==> config.mk <==
export PLATFORM = sky130hd
export DESIGN_NAME = prj_screen
export DESIGN_NICKNAME = d
export VERILOG_FILES = /design/src/rtl/assert_macros.svh /design/src/rtl/prj_pkg.sv /design/src/rtl/prj_screen.sv
export SDC_FILE = /design/constraint.sdc
export NUM_CORES = 1
export LEC_CHECK = 0
export BUFFER_PORTS_ARGS = -buffer_cell sky130_fd_sc_hd__buf_2
export CAP_MARGIN = 20
export CORE_UTILIZATION = 54
export CTS_BUF_LIST = sky130_fd_sc_hd__clkbuf_4
export CTS_CLUSTER_SIZE = 28
export DETAILED_ROUTE_END_ITERATION = 16
export PLACE_DENSITY = 0.82
export SYNTH_ARGS = -nofsm -noshare
export SYNTH_HDL_FRONTEND = slang
export SYNTH_SLANG_ARGS = --single-unit
==> constraint.sdc <==
create_clock -name clk -period 15.6 [get_ports clk]
set_input_delay 4.68 -clock clk [delete_from_list [all_inputs] [get_ports clk]]
set_output_delay 4.68 -clock clk [all_outputs]
set_load 0.02 [all_outputs]
==> src/rtl/assert_macros.svh <==
// assertion macros used by the top-level rtl file
`ifndef ASSERT_MACROS_SVH
`define ASSERT_MACROS_SVH

// same-cycle implication, sampled on clk, off during reset
`define PRJ_ASSERT_IMP(lbl, ante, cons, msg) \
    lbl: assert property (@(posedge clk) disable iff (!rst_n) (ante) |-> (cons)) \
        else $error(msg);

// next-cycle implication, sampled on clk, off during reset
`define PRJ_ASSERT_NXT(lbl, ante, cons, msg) \
    lbl: assert property (@(posedge clk) disable iff (!rst_n) (ante) |=> (cons)) \
        else $error(msg);

`endif

==> src/rtl/prj_pkg.sv <==
// shared widths, constants and types of the point projection pipeline
package prj_pkg;

    localparam int COORD_BITS = 20;
    localparam int COEF_BITS  = 16;
    localparam int FRAC_BITS  = COEF_BITS - 2;

    localparam int CAM_W  = 3 * COORD_BITS;
    localparam int ROW_W  = 3 * COEF_BITS;
    localparam int VIEW_W = 32;
    localparam int FACT_W = 16;
    localparam int CFG_W  = (CAM_W > ROW_W) ? CAM_W : ROW_W;
    localparam int IDX_W  = 3;

    // rotation widths: translated point, after yaw, after pitch-roll
    localparam int T_W    = COORD_BITS + 1;
    localparam int RV_W   = T_W + 4;
    localparam int PROD_W = COEF_BITS + RV_W;
    localparam int SUM_W  = PROD_W + 2;
    localparam int RO_W   = SUM_W - FRAC_BITS;

    // projection widths
    localparam int N_W    = RO_W + 1;
    localparam int NUM_W  = N_W + 18;
    localparam int DEN_W  = N_W + 5;
    localparam int DIVD_W = NUM_W + 1;
    localparam int DIVS_W = DEN_W + 1;
    localparam int PIX_W  = 30;
    localparam int PRD_W  = PIX_W + FACT_W + 1;
    localparam int CTR_W  = 14;
    localparam int SCR_W  = 16;

    localparam int OFF_X_Q8    = 461;
    localparam int OFF_Y_Q8    = 614;
    localparam int DEPTH_Q8    = 2560;
    localparam int PITCH_NUM   = 160000;
    localparam int PITCH_DEN   = 23;
    localparam int CENTRE_X_Q4 = 319 * 16;
    localparam int CENTRE_Y_Q4 = 239 * 16;
    localparam int SCR_MAX     = 32767;
    localparam int SCR_MIN     = -32768;

    // |pix| beyond this saturates for any nonzero view factor
    localparam int PIX_LIM = 1 << (PIX_W - 2);
    localparam int Q_SAT   = 1 << (PIX_W - 1);

    // front stages: translate, two rotations of two, offsets, multiply, dividend
    localparam int FRONT_LAT = 8;
    localparam int BACK_LAT  = 3;
    localparam int PIPE_LAT  = FRONT_LAT + DIVD_W + BACK_LAT;

    typedef logic signed [RV_W-1:0] rvec_t;
    typedef logic signed [RO_W-1:0] rout_t;

    typedef struct packed {
        logic neg;
        logic nonneg;
        logic d_zero;
    } lane_ctl_t;

    typedef struct packed {
        logic signed [SCR_W-1:0] coord;
        logic                    clip;
        logic                    bad;
    } scr_out_t;

endpackage

==> src/rtl/prj_screen.sv <==
// quotient to screen coordinate: sign, centre, clamp, view factor, saturate
module prj_screen (
    input  logic                             clk,
    input  logic                             en,
    input  logic [prj_pkg::DIVD_W-1:0]       quotient,
    input  prj_pkg::lane_ctl_t               ctl,
    input  logic signed [prj_pkg::CTR_W-1:0] centre,
    input  logic [prj_pkg::FACT_W-1:0]       factor,
    output prj_pkg::scr_out_t                result
);
    import prj_pkg::*;

    logic signed [PIX_W-1:0] pix_reg,  pix_next;
    lane_ctl_t               ctl1_reg;
    logic signed [PRD_W-1:0] prod_reg, prod_next;
    lane_ctl_t               ctl2_reg;
    scr_out_t                out_reg,  out_next;

    always_comb
    begin
        logic [PIX_W-1:0]        qs;
        logic signed [PIX_W:0]   qv;
        logic signed [PIX_W+1:0] sum;
        if (quotient >= DIVD_W'(Q_SAT))
            qs = PIX_W'(Q_SAT);
        else
            qs = quotient[PIX_W-1:0];
        if (ctl.neg)
            qv = -signed'({1'b0, qs});
        else
            qv = signed'({1'b0, qs});
        sum = (PIX_W+2)'(qv) + (PIX_W+2)'(centre);
        if (sum > (PIX_W+2)'(PIX_LIM))
            pix_next = PIX_W'(PIX_LIM);
        else if (sum < (PIX_W+2)'(-PIX_LIM))
            pix_next = PIX_W'(-PIX_LIM);
        else
            pix_next = PIX_W'(sum);
    end

    assign prod_next = PRD_W'(pix_reg) * PRD_W'(signed'({1'b0, factor}));

    always_comb
    begin
        logic signed [PRD_W-1:0] r;
        r = (prod_reg + PRD_W'(1 << 11)) >>> 12;
        out_next.bad = ctl2_reg.d_zero;
        if (ctl2_reg.d_zero)
        begin
            out_next.clip  = 1'b1;
            out_next.coord = ctl2_reg.nonneg ? SCR_W'(SCR_MAX) : SCR_W'(SCR_MIN);
        end
        else if (r > PRD_W'(SCR_MAX))
        begin
            out_next.clip  = 1'b1;
            out_next.coord = SCR_W'(SCR_MAX);
        end
        else if (r < PRD_W'(SCR_MIN))
        begin
            out_next.clip  = 1'b1;
            out_next.coord = SCR_W'(SCR_MIN);
        end
        else
        begin
            out_next.clip  = 1'b0;
            out_next.coord = SCR_W'(r);
        end
    end

    always_ff @(posedge clk)
    begin
        if (en)
        begin
            pix_reg  <= pix_next;
            ctl1_reg <= ctl;
            prod_reg <= prod_next;
            ctl2_reg <= ctl1_reg;
            out_reg  <= out_next;
        end
    end

    assign result = out_reg;

endmodule

==> flow_metrics.py, run 1 <==
metrics = {
    "critical_path": {
        "end_kind": "flip-flop",
        "critPathKind": "primary input to flip-flop",
        "worstSetupStartpointType": "primary input",
        "path_max_fanout": 30,
        "crit_arrival_ps": 11290,
        "critical_path_required_ps": 15850,
    },
    "timing": {
        "rsz0062_at_grt": "false",
        "final.setup.tns_ps": 0,
        "finClkSkew_ps": 26.88,
        "slew_headroom_pct": 36.40,
        "final_max_slew_viol_count": 0,
        "timing.hold.ws_ps": 446.0,
        "fmax_mhz": 90.63,
        "tightestPinTransition_ps": 954.0,
        "period_share_pct": 70.73,
        "hold_violations": 0,
        "setup_viol": 0,
        "fin_crit_ps": 11030,
    },
    "clock_tree": {
        "numCtsBuffers": 9,
        "clk_pin_slew_ps": 170,
        "htreeDepth": 3,
        "clock-sinks": 88,
        "cts_resized": 0,
        "root_buffer": "clkbuf_4",
        "tritoncts": "yes",
        "post_cts_buffers": 0,
        "cts_max_path_buffers": 2,
        "insertion_delay_ps": 510,
        "cts_hold_buf": 0,
    },
    "drt": {
        "drtIter0Drc": 1344,
        "drc": 0,
        "drt_wl_total_um": 54430,
        "dr.pass1.iters": 8,
        "wl_per_cell_um": 17.63,
        "postRouteAntennaNets": 0,
        "via_per_inst": 5.679,
        "vias": 17530,
    },
    "global_routing": {
        "grt_overflow": 0,
        "antenna_found_initial": 6,
        "grt_max_degree": 89,
        "grt_pass1_vias": 19083,
        "grt_first_pass_wirelength_um": 91840,
        "grt_use_total_pct": 26.26,
    },
    "placement": {
        "dpl.hpwl_um": 44730,
        "port-buffer-count": 101,
        "gp_congestion": 0.9398,
    },
    "synthesis": {
        "synth.avg_cell_area_um2": 9.117,
        "syn_inst": 2534,
        "synth_edf_count": 88,
        "yosys.area.top_type": "fa_1",
        "syn-cell-area_um2": 23100,
        "synthArstFlopShare_pct": 0,
        "syn_nets": 3224,
        "yosysWarnings": 0,
        "synthFlopType": "edfxtp_1",
        "synth_top_area_share_pct": 39.86,
        "synth.distinct_cells": 69,
        "yosysSeqAreaShare_pct": 11.44,
        "synth_seq_cells": 88,
        "synth_area_leaders": "fa_1 40%, edfxtp_1 11%, inv_1 8.3%, ha_1 7.9%, nand2_1 5.9%",
    },
    "die": {
        "die_h_um": 208.8,
        "coreArea_um2": 42040,
        "ios": 102,
        "dieArea_um2": 43620,
        "row_count": 75,
        "start_util_pct": 54.96,
        "die_w_um": 208.8,
    },
    "final_layout": {
        "multi_input_area_um2": 18130,
        "ff_latch_area_um2": 2643,
        "n_fill_cell": 3607,
        "largest_reg_flops": 36,
        "nets": 3229,
        "final_cell_mix": "510 x inv_1, 460 x fa_1, 362 x nand2_1, 196 x and2_1, 146 x ha_1",
        "layout_commonest_cell": "inv_1",
        "area_growth_pct": 4.359,
        "drive_gt1_share_pct": 6.132,
    },
    "min_path": {
        "holdCritPathClass": "flip-flop to flip-flop",
    },
    "run": {
        "maxCapViolations": 0,
    },
    "outcome": {
        "status": "completed",
    },
}
cells in the mapped netlist (all sizes together) (13+ instances only):
cell type	number
nand2	362
xnor2	61
clkbuf	102
nand3	36
xor2	50
ha	146
o41ai	18
a21o	37
fa	460
edfxtp	88
nor3	30
o31ai	13
nand4	35
a21oi	62
and2	197
inv	510
nor2	75
nor4	13
and3	17
o21ai	53
kinds of logic (layout without fill, tap and decap cells):
family / Yosys count / in the layout / synth area share, %
and+or+nand+nor: 826 / 826 / 17.61
buffers and inverters: 623 / 633 / 10.18
adders and majority gates: 606 / 606 / 47.77
AOI/OAI and AO/OA: 278 / 278 / 8.714
xor gates and xnor gates: 111 / 111 / 4.208
DFF: 88 / 88 / 11.44
muxes: 2 / 2 / 0.08665
other: 0 / 4 / 0
path summary, 6_finish.rpt:
path                    start            to  cells past startpoint  slack, ps
setup / recovery    factor[7]  prod_reg[40]                     23       4570
hold / removal    ctl1_reg[1]   ctl2_reg[1]                      0        450
setup reg to reg   pix_reg[9]  prod_reg[40]                     22       8400
hold reg to reg   ctl1_reg[1]   ctl2_reg[1]                      0        450
critical path, cell delays in order:
cell and delay (ps):
buf_2 510, nand2_1 170, fa_1 560, inv_1 50
fa_1 520, inv_1 50, fa_1 500, inv_1 50
fa_1 470, inv_1 50, fa_1 540, inv_1 60
fa_1 430, ha_1 350, and2_1 190, o21ai_0 180
nand3_1 150, a211o_1 310, o21ai_1 370, o21ai_1 250
a221o_1 390, a221oi_1 320, xnor2_1 110
final cells by class:
type	count	share of cell area (%)
clock inverters	7	0.3684
inverters	510	7.940
clock buffers	9	0.2802
diodes	4	0.04152
multi-input cells	1823	75.18
repair buffers	107	2.429
flip-flops and latches	88	10.96
well taps	539	2.797
layer usage:
metal / part of all wire (%) / vias up / wire (µm) / global-route usage, %
li1: - / 7945 / - / -
met1: 40 / 8675 / 21670 / 32.54
met2: 48 / 782 / 26080 / 44.59
met3: 9.6 / 124 / 5241 / 6.958
met4: 2.6 / 4 / 1411 / 8.621
met5: 0.050 / - / 27 / 0
metrics by stage:
stage               instances  util [%]  worst slack (ps)  area, µm²
finish                   3087     57.35              4566      24110
global route             3085     57.34              4333      24110
global placement         3065     56.84              4285      23900
CTS                      3081     57.21              4653      24050
floorplan                2534         -              4998      23100
detailed placement       3065     56.84              4097      23900
Power of run 1 is not shown: default switching activity piles up to over one toggle a cycle in this logic, so the estimate is an artifact.
==> inputs of run 2 (changes only) <==
--- a/config.mk
+++ b/config.mk
@@ -11,7 +11,7 @@
 export CTS_BUF_LIST = sky130_fd_sc_hd__clkbuf_4
 export CTS_CLUSTER_SIZE = 28
 export DETAILED_ROUTE_END_ITERATION = 16
-export PLACE_DENSITY = 0.82
+export PLACE_DENSITY = 0.85
 export SYNTH_ARGS = -nofsm -noshare
 export SYNTH_HDL_FRONTEND = slang
 export SYNTH_SLANG_ARGS = --single-unit
==> constraint.sdc (replaced) <==
create_clock -name clk -period 9.8 [get_ports clk]
set_input_delay 2.94 -clock clk [delete_from_list [all_inputs] [get_ports clk]]
set_output_delay 2.94 -clock clk [all_outputs]
set_load 0.02 [all_outputs]
==> flow_metrics.py, run 2 (synthesis gave the netlist of run 1 again) <==
metrics = {
    "critical_path": {
        "crit_arrival_ps": 9320,
        "worstSetupStartpointType": "primary input",
        "critPathKind": "primary input to flip-flop",
        "end_kind": "flip-flop",
        "path_max_fanout": 14,
        "critical_path_required_ps": 10060,
    },
    "timing": {
        "tightestPinTransition_ps": 912.5,
        "timing.hold.ws_ps": 441.3,
        "period_share_pct": 92.45,
        "final.setup.tns_ps": 0,
        "setup_viol": 0,
        "fin_crit_ps": 9060,
        "hold_violations": 0,
        "final_max_slew_viol_count": 0,
        "fmax_mhz": 110.4,
        "slew_headroom_pct": 38.60,
        "rsz0062_at_grt": "false",
        "timing.final.ws_setup_ps": 740.0,
        "finClkSkew_ps": 15.36,
    },
    "clock_tree": {
        "cts_max_path_buffers": 2,
        "post_cts_buffers": 0,
        "clock-sinks": 88,
        "cts_resized": 0,
        "htreeDepth": 3,
        "insertion_delay_ps": 500,
        "numCtsBuffers": 9,
        "root_buffer": "clkbuf_4",
        "clk_pin_slew_ps": 160,
        "cts_hold_buf": 0,
        "tritoncts": "yes",
    },
    "placement": {
        "dp_slack_ps": 263.8,
        "dpl.hpwl_um": 45990,
        "gp_congestion": 0.9991,
        "port-buffer-count": 101,
    },
    "final_layout": {
        "area_growth_pct": 5.096,
        "n_fill_cell": 3470,
        "layout_commonest_cell": "inv_1",
        "nets": 3250,
        "largest_reg_flops": 36,
        "final_cell_mix": "510 x inv_1, 460 x fa_1, 362 x nand2_1, 196 x and2_1, 146 x ha_1",
        "drive_gt1_share_pct": 6.901,
    },
    "global_routing": {
        "grt_max_degree": 89,
        "antenna_found_initial": 6,
        "grt_use_total_pct": 26.33,
        "grt_pass1_vias": 18968,
        "grt_overflow": 0,
        "grt_first_pass_wirelength_um": 92380,
    },
    "run": {
        "maxCapViolations": 0,
    },
    "drt": {
        "wl_per_cell_um": 17.69,
        "drc": 0,
        "drtIter0Drc": 1379,
        "drt_wl_total_um": 55020,
        "via_per_inst": 5.675,
        "vias": 17650,
        "postRouteAntennaNets": 0,
        "dr.pass1.iters": 6,
    },
    "outcome": {
        "status": "completed",
    },
    "die": {
        "die_h_um": 208.8,
        "row_count": 75,
        "start_util_pct": 54.96,
        "dieArea_um2": 43620,
        "ios": 102,
        "die_w_um": 208.8,
        "coreArea_um2": 42040,
    },
    "min_path": {
        "holdCritPathClass": "flip-flop to flip-flop",
    },
}
==> run 2: through the flow <==
stage	cells	util [%]	instance area, µm²
2_1_floorplan	2534	-	23100
3_3_place_gp	3087	57.26	24070
3_5_place_dp	3087	57.26	24070
4_1_cts	3103	57.65	24240
5_1_grt	3106	57.73	24270
6_report	3110	57.76	24280
==> run 2: final timing paths <==
| kind | cells past startpoint | end | from | slack [ps] |
|---|---|---|---|---|
| max | 22 | prod_reg[40] | factor[5] | 740 |
| min reg2reg | 0 | ctl2_reg[0] | ctl1_reg[0] | 440 |
| min | 0 | ctl2_reg[0] | ctl1_reg[0] | 440 |
| max reg2reg | 22 | prod_reg[40] | pix_reg[8] | 2650 |
==> run 2: critical path: stages <==
cell and delay (ps):
buf_2 210, buf_4 250, nand2_1 90, fa_1 500, inv_1 60, fa_1 540
inv_1 60, fa_1 540, fa_1 460, fa_1 560, inv_1 60, fa_1 470
ha_1 370, and3_1 280, nand3_1 150, nor2_1 60, a211o_1 260, o21ai_1 370
o21ai_1 230, a221o_1 380, a221oi_1 330, xnor2_1 120
==> run 2: final cells by class <==
| type | count | area [µm²] | area share (%) |
|---|---|---|---|
| well taps | 539 | 674.4 | 2.777 |
| diodes | 6 | 15.01 | 0.06184 |
| flip-flops and latches | 88 | 2643 | 10.88 |
| clock inverters | 7 | 96.34 | 0.3968 |
| inverters | 510 | 1914 | 7.884 |
| clock buffers | 9 | 67.56 | 0.2783 |
| multi-input cells | 1823 | 18130 | 74.66 |
| repair buffers | 128 | 743.2 | 3.061 |
==> run 2: layer usage <==
layer  wire length [µm]  vias up  global-route usage [%]
met3               5173      116                   5.816
met1              22090     8709                   34.00
met5                 24        -                       0
li1                   -     7988                       -
met2              26620      833                   45.07
met4               1117        4                   6.339
Power of run 2 is left out for the same reason.
==> inputs of run 3 (changes only) <==
--- a/config.mk
+++ b/config.mk
@@ -7,6 +7,7 @@
 export LEC_CHECK = 0
 export BUFFER_PORTS_ARGS = -buffer_cell sky130_fd_sc_hd__buf_2
 export CAP_MARGIN = 20
+export CORE_ASPECT_RATIO = 0.7
 export CORE_UTILIZATION = 54
 export CTS_BUF_LIST = sky130_fd_sc_hd__clkbuf_4
 export CTS_CLUSTER_SIZE = 28
==> flow_metrics.py, run 3 (synthesis gave the netlist of run 1 again) <==
metrics = {
    "outcome": {
        "status": "completed",
    },
    "global_routing": {
        "antenna_found_initial": 3,
        "grt_first_pass_wirelength_um": 97500,
        "grt_max_degree": 59,
        "grt_overflow": 0,
        "grt_pass1_vias": 19371,
        "grt_use_total_pct": 28.26,
    },
    "timing": {
        "slew_headroom_pct": 35.87,
        "fmax_mhz": 111.0,
        "period_share_pct": 91.93,
        "fin_crit_ps": 9009,
        "final_max_slew_viol_count": 0,
        "final.setup.tns_ps": 0,
        "hold_violations": 0,
        "finClkSkew_ps": 22.46,
        "tightestPinTransition_ps": 953.2,
        "rsz0062_at_grt": "false",
        "setup_viol": 0,
    },
    "critical_path": {
        "r2r_end": "prod_reg[46]",
        "crit_chain": "buf_2 -> nand2_1 -> fa_1 -> inv_1 -> fa_1 -> inv_1 -> fa_1 -> fa_1 -> fa_1 -> inv_1 -> fa_1 -> ha_1 -> and3_1 -> nand3_1 -> nor2_1 -> a211o_1 -> o21ai_1 -> buf_4 -> a21oi_1 -> a311oi_1 -> o31ai_1 -> xnor2_1",
        "end_kind": "flip-flop",
        "startpoint": "factor[4]",
        "rrSetupSlack_ps": 2770,
        "cp_slowest_cell": "fa_1",
        "critPathKind": "primary input to flip-flop",
        "path_max_fanout": 30,
        "cp-endpoint": "prod_reg[46]",
        "critical_path_buf_inv_count": 5,
        "critical_path_required_ps": 10070,
        "worstSetupStartpointType": "primary input",
        "crit_family": "adder cells",
        "crit_arrival_ps": 9280,
        "worstSetupPathDepth": 22,
        "rr_startpoint": "pix_reg[16]",
        "ff2ff_path_depth": 21,
        "crit_path_max_incr_delay_ps": 590,
        "critical_path.most_common_cell": "fa_1",
    },
    "placement": {
        "port-buffer-count": 101,
        "dpl.hpwl_um": 47240,
        "gp_congestion": 0.9490,
    },
    "die": {
        "row_count": 62,
        "die_w_um": 249.2,
        "die_h_um": 175.1,
        "coreArea_um2": 41580,
        "ios": 102,
        "start_util_pct": 55.56,
        "dieArea_um2": 43630,
    },
    "clock_tree": {
        "numCtsBuffers": 9,
        "clk_pin_slew_ps": 130,
        "cts_resized": 0,
        "cts_hold_buf": 0,
        "root_buffer": "clkbuf_4",
        "post_cts_buffers": 0,
        "insertion_delay_ps": 530,
        "cts_max_path_buffers": 2,
        "clock-sinks": 88,
        "tritoncts": "yes",
        "htreeDepth": 3,
    },
    "final_layout": {
        "final_cell_mix": "510 x inv_1, 460 x fa_1, 362 x nand2_1, 196 x and2_1, 146 x ha_1",
        "largest_reg_flops": 36,
        "drive_gt1_share_pct": 7.079,
        "nets": 3256,
        "n_fill_cell": 3475,
        "area_growth_pct": 5.253,
        "layout_commonest_cell": "inv_1",
    },
    "min_path": {
        "holdCritPathClass": "flip-flop to flip-flop",
    },
    "drt": {
        "drc": 0,
        "via_per_inst": 5.815,
        "wl_per_cell_um": 18.84,
        "postRouteAntennaNets": 0,
        "drtIter0Drc": 1534,
        "vias": 18130,
        "drt_wl_total_um": 58740,
        "dr.pass1.iters": 5,
    },
    "run": {
        "maxCapViolations": 0,
    },
}
[run 3: final cells by class]
class	instances	area, µm²	area share [%]
multi-input cells	1823	18130	74.55
clock inverters	5	81.33	0.3344
inverters	510	1914	7.872
repair buffers	134	780.7	3.211
diodes	3	7.507	0.03087
flip-flops and latches	88	2643	10.87
clock buffers	11	82.58	0.3396
well taps	544	680.7	2.799
[run 3: worst min path at each step]
stage                     start  cells past startpoint  slack, ps           to
floorplan           ctl1_reg[0]                      0        400  ctl2_reg[0]
global placement    ctl1_reg[0]                      0        400  ctl2_reg[0]
detailed placement  ctl1_reg[1]                      0        410  ctl2_reg[1]
CTS                 ctl1_reg[1]                      0        440  ctl2_reg[1]
global route        ctl1_reg[0]                      0        450  ctl2_reg[0]
finish              ctl1_reg[0]                      0        440  ctl2_reg[0]
[run 3: per-stage QoR]
step                setup WS, ps  util, %  cell area (µm²)  instances  hold slack (ps)
floorplan                  938.1        -            23100       2534            400.3
global placement           432.7    58.07            24150       3099            402.6
detailed placement         335.2    58.07            24150       3099            407.1
CTS                        897.6    58.46            24310       3115            440.0
global route               514.6    58.48            24320       3118            445.3
finish                     790.9    58.48            24320       3118            437.8
[run 3: layer usage]
metal	GRT usage [%]	vias up	routed length, µm
li1	-	8004	-
met1	37.23	9079	23670
met2	46.31	889	27120
met3	5.571	158	5729
met4	10.91	0	2214
met5	0	-	0
[run 3: worst register-to-register path, delay by kind of cell, from the launching register on]
| kind | cells | cell delay (ps) |
|---|---|---|
| adder cells (fa/ha/maj) | 7 | 3490 |
| XOR/XNOR | 1 | 120 |
| AND/OR/NAND/NOR | 4 | 820 |
| AO/OA/AOI/OAI | 5 | 1060 |
| buffers and inverters | 4 | 330 |
| flip-flops | 1 | 950 |
Power of run 3 is left out for the same reason.
